File: config.mk
export PLATFORM = sky130hd
export DESIGN_NAME = base64_stream_encoder
export DESIGN_NICKNAME = d
export VERILOG_FILES = /design/src/rtl/core/b64se_pkg.sv /design/src/rtl/core/b64se_pack.sv /design/src/rtl/core/b64se_emit.sv /design/src/rtl/core/base64_stream_encoder.sv
export SDC_FILE = /design/constraint.sdc
export NUM_CORES = 1
export LEC_CHECK = 0
export BUFFER_PORTS_ARGS = -buffer_cell sky130_fd_sc_hd__buf_2
export CAP_MARGIN = 20
export CORE_UTILIZATION = 55
export CTS_BUF_LIST = sky130_fd_sc_hd__clkbuf_4
export DETAILED_ROUTE_END_ITERATION = 6
export PLACE_DENSITY = 0.77
export SYNTH_ARGS = -nofsm -noshare
export SYNTH_HDL_FRONTEND = slang
export SYNTH_SLANG_ARGS = --single-unit
File: constraint.sdc
create_clock -name clock -period 4.7 [get_ports clock]
set_input_delay 0.47 -clock clock [delete_from_list [all_inputs] [get_ports clock]]
set_output_delay 0.47 -clock clock [all_outputs]
set_load 0.01 [all_outputs]
File: src/rtl/core/b64se_pkg.sv
// Shared types, constants and the alphabet function for the base64 stream encoder.
`default_nettype none
package b64se_pkg;

   localparam int unsigned ByteBits   = 8;
   localparam int unsigned GroupBits  = 24;
   localparam int unsigned SextetBits = 6;
   localparam int unsigned CharBits   = 7;
   localparam int unsigned HeldBits   = GroupBits - ByteBits;
   localparam int unsigned SextetsPerGroup = GroupBits / SextetBits;
   localparam int unsigned SxIdxBits  = $clog2(SextetsPerGroup);

   localparam logic [SxIdxBits-1:0] SxFirst = '0;
   localparam logic [SxIdxBits-1:0] SxLast  = SxIdxBits'(SextetsPerGroup - 1);

   // Held byte count codes
   localparam logic [1:0] HeldNone = 2'd0;
   localparam logic [1:0] HeldOne  = 2'd1;

   // One complete 24-bit group handed from packer to emitter
   typedef struct packed {
      logic [GroupBits-1:0] bits;
      logic                 fin;
   } grp_type;

   // Standard base64 alphabet: A-Z, a-z, 0-9, '+', '/'
   function automatic logic [CharBits-1:0] sextet_to_char(input logic [SextetBits-1:0] idx);
      logic [CharBits-1:0] code;
      if (idx < 6'd26) begin
         code = 7'h41 + {1'b0, idx};
      end else if (idx < 6'd52) begin
         code = 7'h61 + {1'b0, idx - 6'd26};
      end else if (idx < 6'd62) begin
         code = 7'h30 + {1'b0, idx - 6'd52};
      end else if (idx == 6'd62) begin
         code = 7'h2B;
      end else begin
         code = 7'h2F;
      end
      return code;
   endfunction

endpackage
`default_nettype wire

File: src/rtl/core/b64se_pack.sv
// Byte packer: holds up to two bytes and forms a zero-filled 24-bit group.
`default_nettype none
module b64se_pack (
   input  wire logic                               clock,
   input  wire logic                               reset,
   input  wire logic                               req_valid,
   output logic                                    req_ready,
   input  wire logic [b64se_pkg::ByteBits-1:0]     req_data_byte,
   input  wire logic                               req_final_byte,
   output logic                                    grp_valid,
   input  wire logic                               grp_ready,
   output b64se_pkg::grp_type                      grp
);

   logic [b64se_pkg::HeldBits-1:0] held_ff, held_in;
   logic [1:0]                     cnt_ff, cnt_in;
   logic                           closes;
   logic                           xfer;

   // A byte closes the group when two are held or it ends the message
   assign closes    = req_final_byte || !((cnt_ff == b64se_pkg::HeldNone) ||
                                          (cnt_ff == b64se_pkg::HeldOne));
   assign req_ready = closes ? grp_ready : 1'b1;
   assign grp_valid = req_valid && closes;
   assign xfer      = req_valid && req_ready;

   always_comb begin
      case (cnt_ff)
         b64se_pkg::HeldNone: grp.bits = {req_data_byte, 16'h0000};
         b64se_pkg::HeldOne:  grp.bits = {held_ff[7:0], req_data_byte, 8'h00};
         default:             grp.bits = {held_ff, req_data_byte};
      endcase
      grp.fin = req_final_byte;
   end

   always_comb begin
      held_in = held_ff;
      cnt_in  = cnt_ff;
      if (xfer) begin
         if (closes) begin
            cnt_in = b64se_pkg::HeldNone;
         end else begin
            held_in = {held_ff[7:0], req_data_byte};
            cnt_in  = cnt_ff + 2'd1;
         end
      end
   end

   always_ff @(posedge clock) begin
      held_ff <= held_in;
      if (reset) begin
         cnt_ff <= b64se_pkg::HeldNone;
      end else begin
         cnt_ff <= cnt_in;
      end
   end

endmodule
`default_nettype wire

File: src/rtl/core/b64se_emit.sv
// Group emitter: steps through four sextets and registers one character per transfer.
`default_nettype none
module b64se_emit (
   input  wire logic                               clock,
   input  wire logic                               reset,
   input  wire logic                               grp_valid,
   output logic                                    grp_ready,
   input  wire b64se_pkg::grp_type                 grp,
   output logic                                    rsp_valid,
   input  wire logic                               rsp_ready,
   output logic [b64se_pkg::CharBits-1:0]          rsp_char_code,
   output logic                                    rsp_group_last,
   output logic                                    rsp_message_last
);

   logic                                  gv_ff, gv_in;
   b64se_pkg::grp_type                    g_ff, g_in;
   logic [b64se_pkg::SxIdxBits-1:0]       sx_ff, sx_in;
   logic                                  ov_ff, ov_in;
   logic [b64se_pkg::CharBits-1:0]        ch_ff, ch_in;
   logic                                  gl_ff, gl_in;
   logic                                  ml_ff, ml_in;
   logic                                  advance;
   logic                                  at_last;
   logic [b64se_pkg::SextetBits-1:0]      sextet;

   assign advance   = gv_ff && (!ov_ff || rsp_ready);
   assign at_last   = (sx_ff == b64se_pkg::SxLast);
   assign grp_ready = !gv_ff || (advance && at_last);

   always_comb begin
      case (sx_ff)
         2'd0:    sextet = g_ff.bits[23:18];
         2'd1:    sextet = g_ff.bits[17:12];
         2'd2:    sextet = g_ff.bits[11:6];
         default: sextet = g_ff.bits[5:0];
      endcase
   end

   always_comb begin
      gv_in = gv_ff;
      g_in  = g_ff;
      sx_in = sx_ff;
      ov_in = ov_ff;
      ch_in = ch_ff;
      gl_in = gl_ff;
      ml_in = ml_ff;
      if (rsp_ready) begin
         ov_in = 1'b0;
      end
      if (advance) begin
         ov_in = 1'b1;
         ch_in = b64se_pkg::sextet_to_char(sextet);
         gl_in = at_last;
         ml_in = at_last && g_ff.fin;
         if (at_last) begin
            gv_in = 1'b0;
            sx_in = b64se_pkg::SxFirst;
         end else begin
            sx_in = sx_ff + b64se_pkg::SxIdxBits'(1);
         end
      end
      if (grp_valid && grp_ready) begin
         gv_in = 1'b1;
         g_in  = grp;
         sx_in = b64se_pkg::SxFirst;
      end
   end

   always_ff @(posedge clock) begin
      g_ff  <= g_in;
      ch_ff <= ch_in;
      gl_ff <= gl_in;
      ml_ff <= ml_in;
      if (reset) begin
         gv_ff <= 1'b0;
         sx_ff <= b64se_pkg::SxFirst;
         ov_ff <= 1'b0;
      end else begin
         gv_ff <= gv_in;
         sx_ff <= sx_in;
         ov_ff <= ov_in;
      end
   end

   assign rsp_valid        = ov_ff;
   assign rsp_char_code    = ch_ff;
   assign rsp_group_last   = gl_ff;
   assign rsp_message_last = ml_ff;

endmodule
`default_nettype wire

File: src/rtl/core/base64_stream_encoder.sv
// Top level of the base64 stream encoder: byte packer feeding the group emitter.
// The byte that closes a group is registered in the group register, then its first character
// in the result register. Throughput: one byte transfer per cycle while a group is open; the
// single-character result register gives one character per cycle while rsp_ready is high.
// The group register is refilled in the cycle its fourth character moves out, so no bubbles.
// Reset (synchronous, active high) empties the held bytes, the group register and the output.
`default_nettype none
module base64_stream_encoder (
   input  wire logic                               clock,
   input  wire logic                               reset,
   input  wire logic                               req_valid,
   output logic                                    req_ready,
   input  wire logic [b64se_pkg::ByteBits-1:0]     req_data_byte,
   input  wire logic                               req_final_byte,
   output logic                                    rsp_valid,
   input  wire logic                               rsp_ready,
   output logic [b64se_pkg::CharBits-1:0]          rsp_char_code,
   output logic                                    rsp_group_last,
   output logic                                    rsp_message_last
);

   // Completed group between packer and emitter
   logic               grp_valid;
   logic               grp_ready;
   b64se_pkg::grp_type grp;

   // Packer: bytes that do not close a group are always taken; a closing byte
   // waits only for the emitter's group register to be free.
   b64se_pack u_pack (
      .clock          (clock),
      .reset          (reset),
      .req_valid      (req_valid),
      .req_ready      (req_ready),
      .req_data_byte  (req_data_byte),
      .req_final_byte (req_final_byte),
      .grp_valid      (grp_valid),
      .grp_ready      (grp_ready),
      .grp            (grp)
   );

   // Emitter: four characters per group, most significant sextet first,
   // with group and message end flags on the fourth.
   b64se_emit u_emit (
      .clock            (clock),
      .reset            (reset),
      .grp_valid        (grp_valid),
      .grp_ready        (grp_ready),
      .grp              (grp),
      .rsp_valid        (rsp_valid),
      .rsp_ready        (rsp_ready),
      .rsp_char_code    (rsp_char_code),
      .rsp_group_last   (rsp_group_last),
      .rsp_message_last (rsp_message_last)
   );

endmodule
`default_nettype wire
==> flow_summary.toml, run 1 <==
[place]
gp_congestion = 0.859
place_hpwl_mm = 3.53
portBuffers = 23
dp_slack_ps = 1480

[yosys]
synth-seq-cells = 56
synth_area_leaders = "edfxtp_1, ha_1, dfxtp_1"
synth_ff_type = "edfxtp_1"
synth_warnings = 0
ys_seq_area_share_pct = 57.5
synthCells = 235
synth_nets = 261
syn-cell-area_sq_mm = 0.00282
yosysUniqueCellTypes = 46
synth_top_area_share_pct = 53.2
yosysTopAreaCell = "edfxtp_1"
synth-edff-count = 50
synth-async-reset-ratio_pct = 0
syn_avg_cell_area_sq_um = 12.0

[timing]
report.final.slew_viol_count = 0
period_minus_slack_ps = 3300
setup_slack_ps = 1400
skew_ps = 9.88
slew_headroom_pct = 48.1
max_freq_mhz = 303
tightestPinTransition_ps = 768
finalSetupViolations = 0
finalSetupTns_ps = 0
rsz0062_at_grt = "no"
period_share_pct = 70.2
hold_viol_final = 0

[floorplanning]
core_sq_mm = 0.00482
placementRows = 25
die_height_um = 73.6
start_util_pct = 58.5
dieArea_sq_mm = 0.00542
io_pins = 24
die_x_um = 73.6

[power]
p_comb_share_pct = 23.5
switching_share_pct = 28.8
vdd_drop_max_uv = 224
seq_power_share_pct = 57.2
power_per_cell_area_mw_per_mm2 = 340
internal-power_w = 0.000748
clkPwrFrac_pct = 19.3
p_leak_nw = 1.15
p_sw_w = 0.000302

[global_routing]
antenna_found_initial = 0
grt.overflow.total = 0
grt_pass1_wl_mm = 7.98
grt_max_degree = 28
grt_usage_pct = 19.8
first_global_vias = 1723

[clocking]
cts_buffer_depth = 2
htree_num_levels = 2
clk_pin_slew_ps = 160
hold_buffers = 0
clkSinkCount = 56
cts_setup_buffers = 0
root_buffer = "clkbuf_4"
cts_tree = "yes"
insertion_delay_ps = 360
cts_made_buffers = 5
cts.repair.resized = 0

[detailed_routing]
drc = 0
ant_nets = 0
route.vias.total = 1880
drtIter0Drc = 110
viasPerCell = 5.70
wire_per_inst_um = 14.5
drt_pre_antenna_iters = 4
finalWirelength_mm = 4.80

[setup_path]
endpoint_kind = "register"
crit_arrival_ps = 3460
critical_path_required_ps = 4870
path_class = "register to register"
start_kind = "register"
cp_max_fo = 17

[job]
max_cap_violations = 0

[cells_and_area]
nets = 288
insertedDiodeCount = 0
drive_gt1_share_pct = 17.1
syn_to_final_growth_pct = 9.58

[hold_path]
hold_class = "primary input to register"

[status]
status = "complete, no violations"
[metal layers]
metal,routed length (um),GRT usage (%)
met1,2240,24.9
met5,0,0
met3,113,4.12
met2,2400,33.6
met4,47,7.26
[critical path: stages (launching register included)]
cell,delay (ps)
dfxtp_1,440
ha_1,600
a21oi_1,80
a22oi_1,180
buf_4,200
inv_1,120
ha_1,270
o41ai_1,740
nor2_2,100
a222oi_1,370
[area by class of cell]
| cell class | instances | area (sq um) |
|---|---|---|
| Inverter | 17 | 63.8 |
| Clock buffer | 5 | 37.5 |
| Sequential cell | 56 | 1620 |
| Fill cell | 393 | 1730 |
| Multi-Input combinational cell | 154 | 1110 |
| Tap cell | 67 | 83.8 |
| Timing Repair Buffer | 28 | 153 |
| Clock inverter | 3 | 23.8 |
[sequential cells by signal, indices dropped and copies added (netlist names)]
| register | flops |
|---|---|
| u_emit.g_ff | 25 |
| u_pack.cnt_ff | 2 |
| u_emit.sx_ff | 2 |
| u_emit.rsp_char_code | 7 |
| u_emit.rsp_group_last | 1 |
| u_emit.gv_ff | 1 |
| u_emit.rsp_message_last | 1 |
| u_pack.held_ff | 16 |
| u_emit.rsp_valid | 1 |
[worst paths after layout]
path                                  startpoint  slack (ps)                 endpoint  cells past startpoint
worst max-delay path             u_emit.sx_ff[0]        1400  u_emit.rsp_char_code[2]                      9
worst min-delay path            req_data_byte[2]         330        u_pack.held_ff[2]                      1
worst max register to register   u_emit.sx_ff[0]        1400  u_emit.rsp_char_code[2]                      9
worst min register to register      u_emit.gv_ff         500         u_emit.rsp_valid                      2
[cells in the mapped netlist, types with 2 or more instances]
library cell,instances
xor2_1,3
a311oi_1,4
a22o_1,6
o21ai_0,7
mux2i_1,3
inv_1,16
ha_1,13
a22oi_1,12
edfxtp_1,50
a21oi_1,14
a222oi_1,4
o2bb2ai_1,3
clkbuf_1,5
nor2_2,2
a31oi_1,3
nor2_1,9
nor3_1,5
a211o_1,3
dfxtp_1,6
and2_1,9
nand2b_1,5
nand2_1,22
nor2b_1,3
a221o_1,2
xnor2_1,5
[cell families after synthesis]
| logic type | share of synthesized area, % |
|---|---|
| muxes | 1.95 |
| xor gates and xnor gates | 2.48 |
| DFF | 57.5 |
| buffers and inverters | 3.50 |
| and+or+nand+nor | 10.6 |
| adders and majority gates | 5.77 |
| AOI/OAI and AO/OA | 18.1 |
[power by group through the flow]
stage                     registers (W)  logic (W)  clock network [W]
final                          0.000600   0.000247           0.000203
after detailed placement       0.000612   0.000245                  0
after floorplan                0.000615   0.000176                  0
after global placement         0.000611   0.000244                  0
after CTS                      0.000601   0.000246           0.000211
after global routing           0.000604   0.000273           0.000231
[cell usage in the layout, fill, tap and decap left out, types with 5 or more instances in the layout]
| cell type | netlist | layout |
|---|---|---|
| o21ai_0 | 7 | 7 |
| inv_1 | 16 | 16 |
| nand2_1 | 22 | 22 |
| xnor2_1 | 5 | 5 |
| a21oi_1 | 14 | 14 |
| a22oi_1 | 12 | 12 |
| a22o_1 | 6 | 6 |
| nand2b_1 | 5 | 5 |
| buf_4 | 1 | 5 |
| edfxtp_1 | 50 | 50 |
| buf_2 | 1 | 23 |
| ha_1 | 13 | 13 |
| clkbuf_4 | 0 | 5 |
| dfxtp_1 | 6 | 6 |
| nor3_1 | 5 | 5 |
| and2_1 | 9 | 9 |
| nor2_1 | 9 | 8 |
[stage by stage]
| step | instances | area [sq um] | power (W) | utilization, % | hold slack, ps |
|---|---|---|---|---|---|
| floorplan | 235 | 2820 | 0.000791 | - | 441 |
| global placement | 322 | 3030 | 0.000855 | 62.9 | 461 |
| detailed placement | 322 | 3030 | 0.000857 | 62.9 | 473 |
| CTS | 330 | 3090 | 0.00106 | 64.2 | 303 |
| global route | 330 | 3090 | 0.00111 | 64.2 | 280 |
| finish | 330 | 3090 | 0.00105 | 64.2 | 325 |
No activity file was read; power rests on OpenSTA's default activity.
==> run 2, diff against run 1 <==
- PLACE_DENSITY: 0.77 -> 0.8
- clock period: 4.7 -> 3 ns (I/O delays scaled with it)
==> run 2 against run 1 <==
  * First-iteration DRC count down 35%
  * Clock power rose to 2.8 times the previous value
  * Critical path depth unchanged
  * Setup slack worse by 1200 ps
  * Cell count up 3.0%
  * Total power up 83%
  * Fmax up 20%
  * Worst hold slack worse by 180 ps
  * Largest power group unchanged
  * Die area unchanged
==> flow_summary.toml, run 2 (synthesized netlist as in run 1, its figures left out) <==
[timing]
period_minus_slack_ps = 2760
slew_headroom_pct = 58.7
whs_ps = 149
period_share_pct = 91.8
tightestPinTransition_ps = 602
finalSetupTns_ps = 0
rsz0062_at_grt = "no"
report.final.slew_viol_count = 0
skew_ps = 11.8
hold_viol_final = 0
max_freq_mhz = 363
finalSetupViolations = 0

[clocking]
clkSinkCount = 56
cts_buffer_depth = 2
cts_tree = "yes"
root_buffer = "clkbuf_4"
insertion_delay_ps = 360
cts_made_buffers = 5
clk_pin_slew_ps = 150
hold_buffers = 0
htree_num_levels = 2

[setup_path]
critPathCapture = "u_emit.rsp_char_code[5]"
path_class = "register to register"
r2r-start = "u_emit.sx_ff[1]"
start_kind = "register"
worstSetupStartpoint = "u_emit.sx_ff[1]"
endpoint_kind = "register"
cp_max_fo = 9
crit_arrival_ps = 2960
worstReg2RegEnd = "u_emit.rsp_char_code[5]"
critical_path_required_ps = 3200
rrSetupSlack_ps = 240
reg2reg_depth = 9

[floorplanning]
die_height_um = 73.6
die_x_um = 73.6
placementRows = 25
dieArea_sq_mm = 0.00542
core_sq_mm = 0.00482
io_pins = 24
start_util_pct = 58.5

[status]
status = "complete, no violations"

[detailed_routing]
wire_per_inst_um = 14.8
drt_pre_antenna_iters = 4
route.vias.total = 1924
drtIter0Drc = 72
ant_nets = 0
drc = 0
viasPerCell = 5.66
finalWirelength_mm = 5.02

[place]
gp_congestion = 0.812
portBuffers = 23
place_area_sq_mm = 0.00308
place_hpwl_mm = 3.78

[cells_and_area]
seq_area_sq_mm = 0.00162
nets = 298
final_common_cell = "edfxtp_1"
insertedDiodeCount = 0
syn_to_final_growth_pct = 15.5
largest_register = "u_emit.g_ff"
final_cell_mix = "edfxtp_1, buf_2, nand2_1, inv_1, buf_4"
multi_input_area_sq_mm = 0.00113
drive_gt1_share_pct = 23.1
fillers = 362
finalInstanceArea_sq_mm = 0.00326
largest_reg_flops = 25
post-route-util_pct = 67.6

[power]
power_per_cell_area_mw_per_mm2 = 589
p_leak_nw = 1.23
vdd_drop_max_uv = 386

[global_routing]
antenna_found_initial = 0
grt.overflow.total = 0
grt_pass1_wl_mm = 8.80
first_global_vias = 1908
grt_usage_pct = 21.5
grt_max_degree = 25

[job]
max_cap_violations = 0

[hold_path]
hold_class = "primary input to register"
==> run 2: cell types whose count changed in the layout (fill, tap and decap cells not counted), sizes merged <==
cell / before / now
bufinv: 0 / 3
clkinv: 1 / 0
buf: 28 / 38
clkinvlp: 2 / 0
==> run 2: report_power, final <==
| part | leakage [nW] | total, W | switching, W | internal (W) |
|---|---|---|---|---|
| Clock | 0.0654 | 0.000566 | 0.000222 | 0.000343 |
| Combinational | 0.641 | 0.000410 | 0.000234 | 0.000177 |
| Sequential | 0.524 | 0.000944 | 0.0000210 | 0.000923 |
| Total | 1.23 | 0.00192 | 0.000477 | 0.00144 |
==> run 2: per-stage QoR <==
stage          power, W  instances  worst slack [ps]
4_1_cts         0.00192        337              88.9
3_5_place_dp    0.00136        329               124
5_1_grt         0.00201        340              30.1
3_3_place_gp    0.00135        329               204
2_1_floorplan   0.00124        235               145
6_report        0.00192        340               245
==> run 2: cell type report <==
cell class              count  share of cell area (%)
flip-flops and latches     56                    49.8
multi-input cells         154                    34.7
repair buffers             38                    6.99
clock inverters             3                    2.77
well taps                  67                    2.57
inverters                  17                    1.96
clock buffers               5                    1.15
==> run 2: how the worst min path moves through the flow <==
stage	startpoint	end	slack, ps	cells past startpoint
floorplan	reset	u_emit.gv_ff	370	1
global placement	u_emit.gv_ff	u_emit.rsp_valid	450	2
detailed placement	u_emit.gv_ff	u_emit.rsp_valid	480	2
CTS	req_data_byte[5]	u_pack.held_ff[5]	130	1
global route	req_data_byte[5]	u_pack.held_ff[5]	130	1
finish	req_data_byte[5]	u_pack.held_ff[5]	150	1
==> run 2: critical path: stages (launching register included) <==
cell	delay, ps
dfxtp_1	400
inv_1	90
ha_2	220
a222oi_1	580
mux2i_2	160
buf_4	210
xor2_1	150
ha_1	280
a221o_1	310
a311oi_1	200
==> run 2: timing repair <==
action / CTS / global route
endpoints found under the setup margin: 0 / 5
hold endpoints to repair: 0 / 0
setup buffers: 0 / 3
resized for setup: 0 / 8
==> run 2: layer usage <==
metal	up-vias	track usage, %	part of all wire [%]
met4	0	8.55	1.9
met2	47	37.5	52
met5	-	0	0
met1	899	26.2	43
li1	969	-	-
met3	9	3.98	3.4
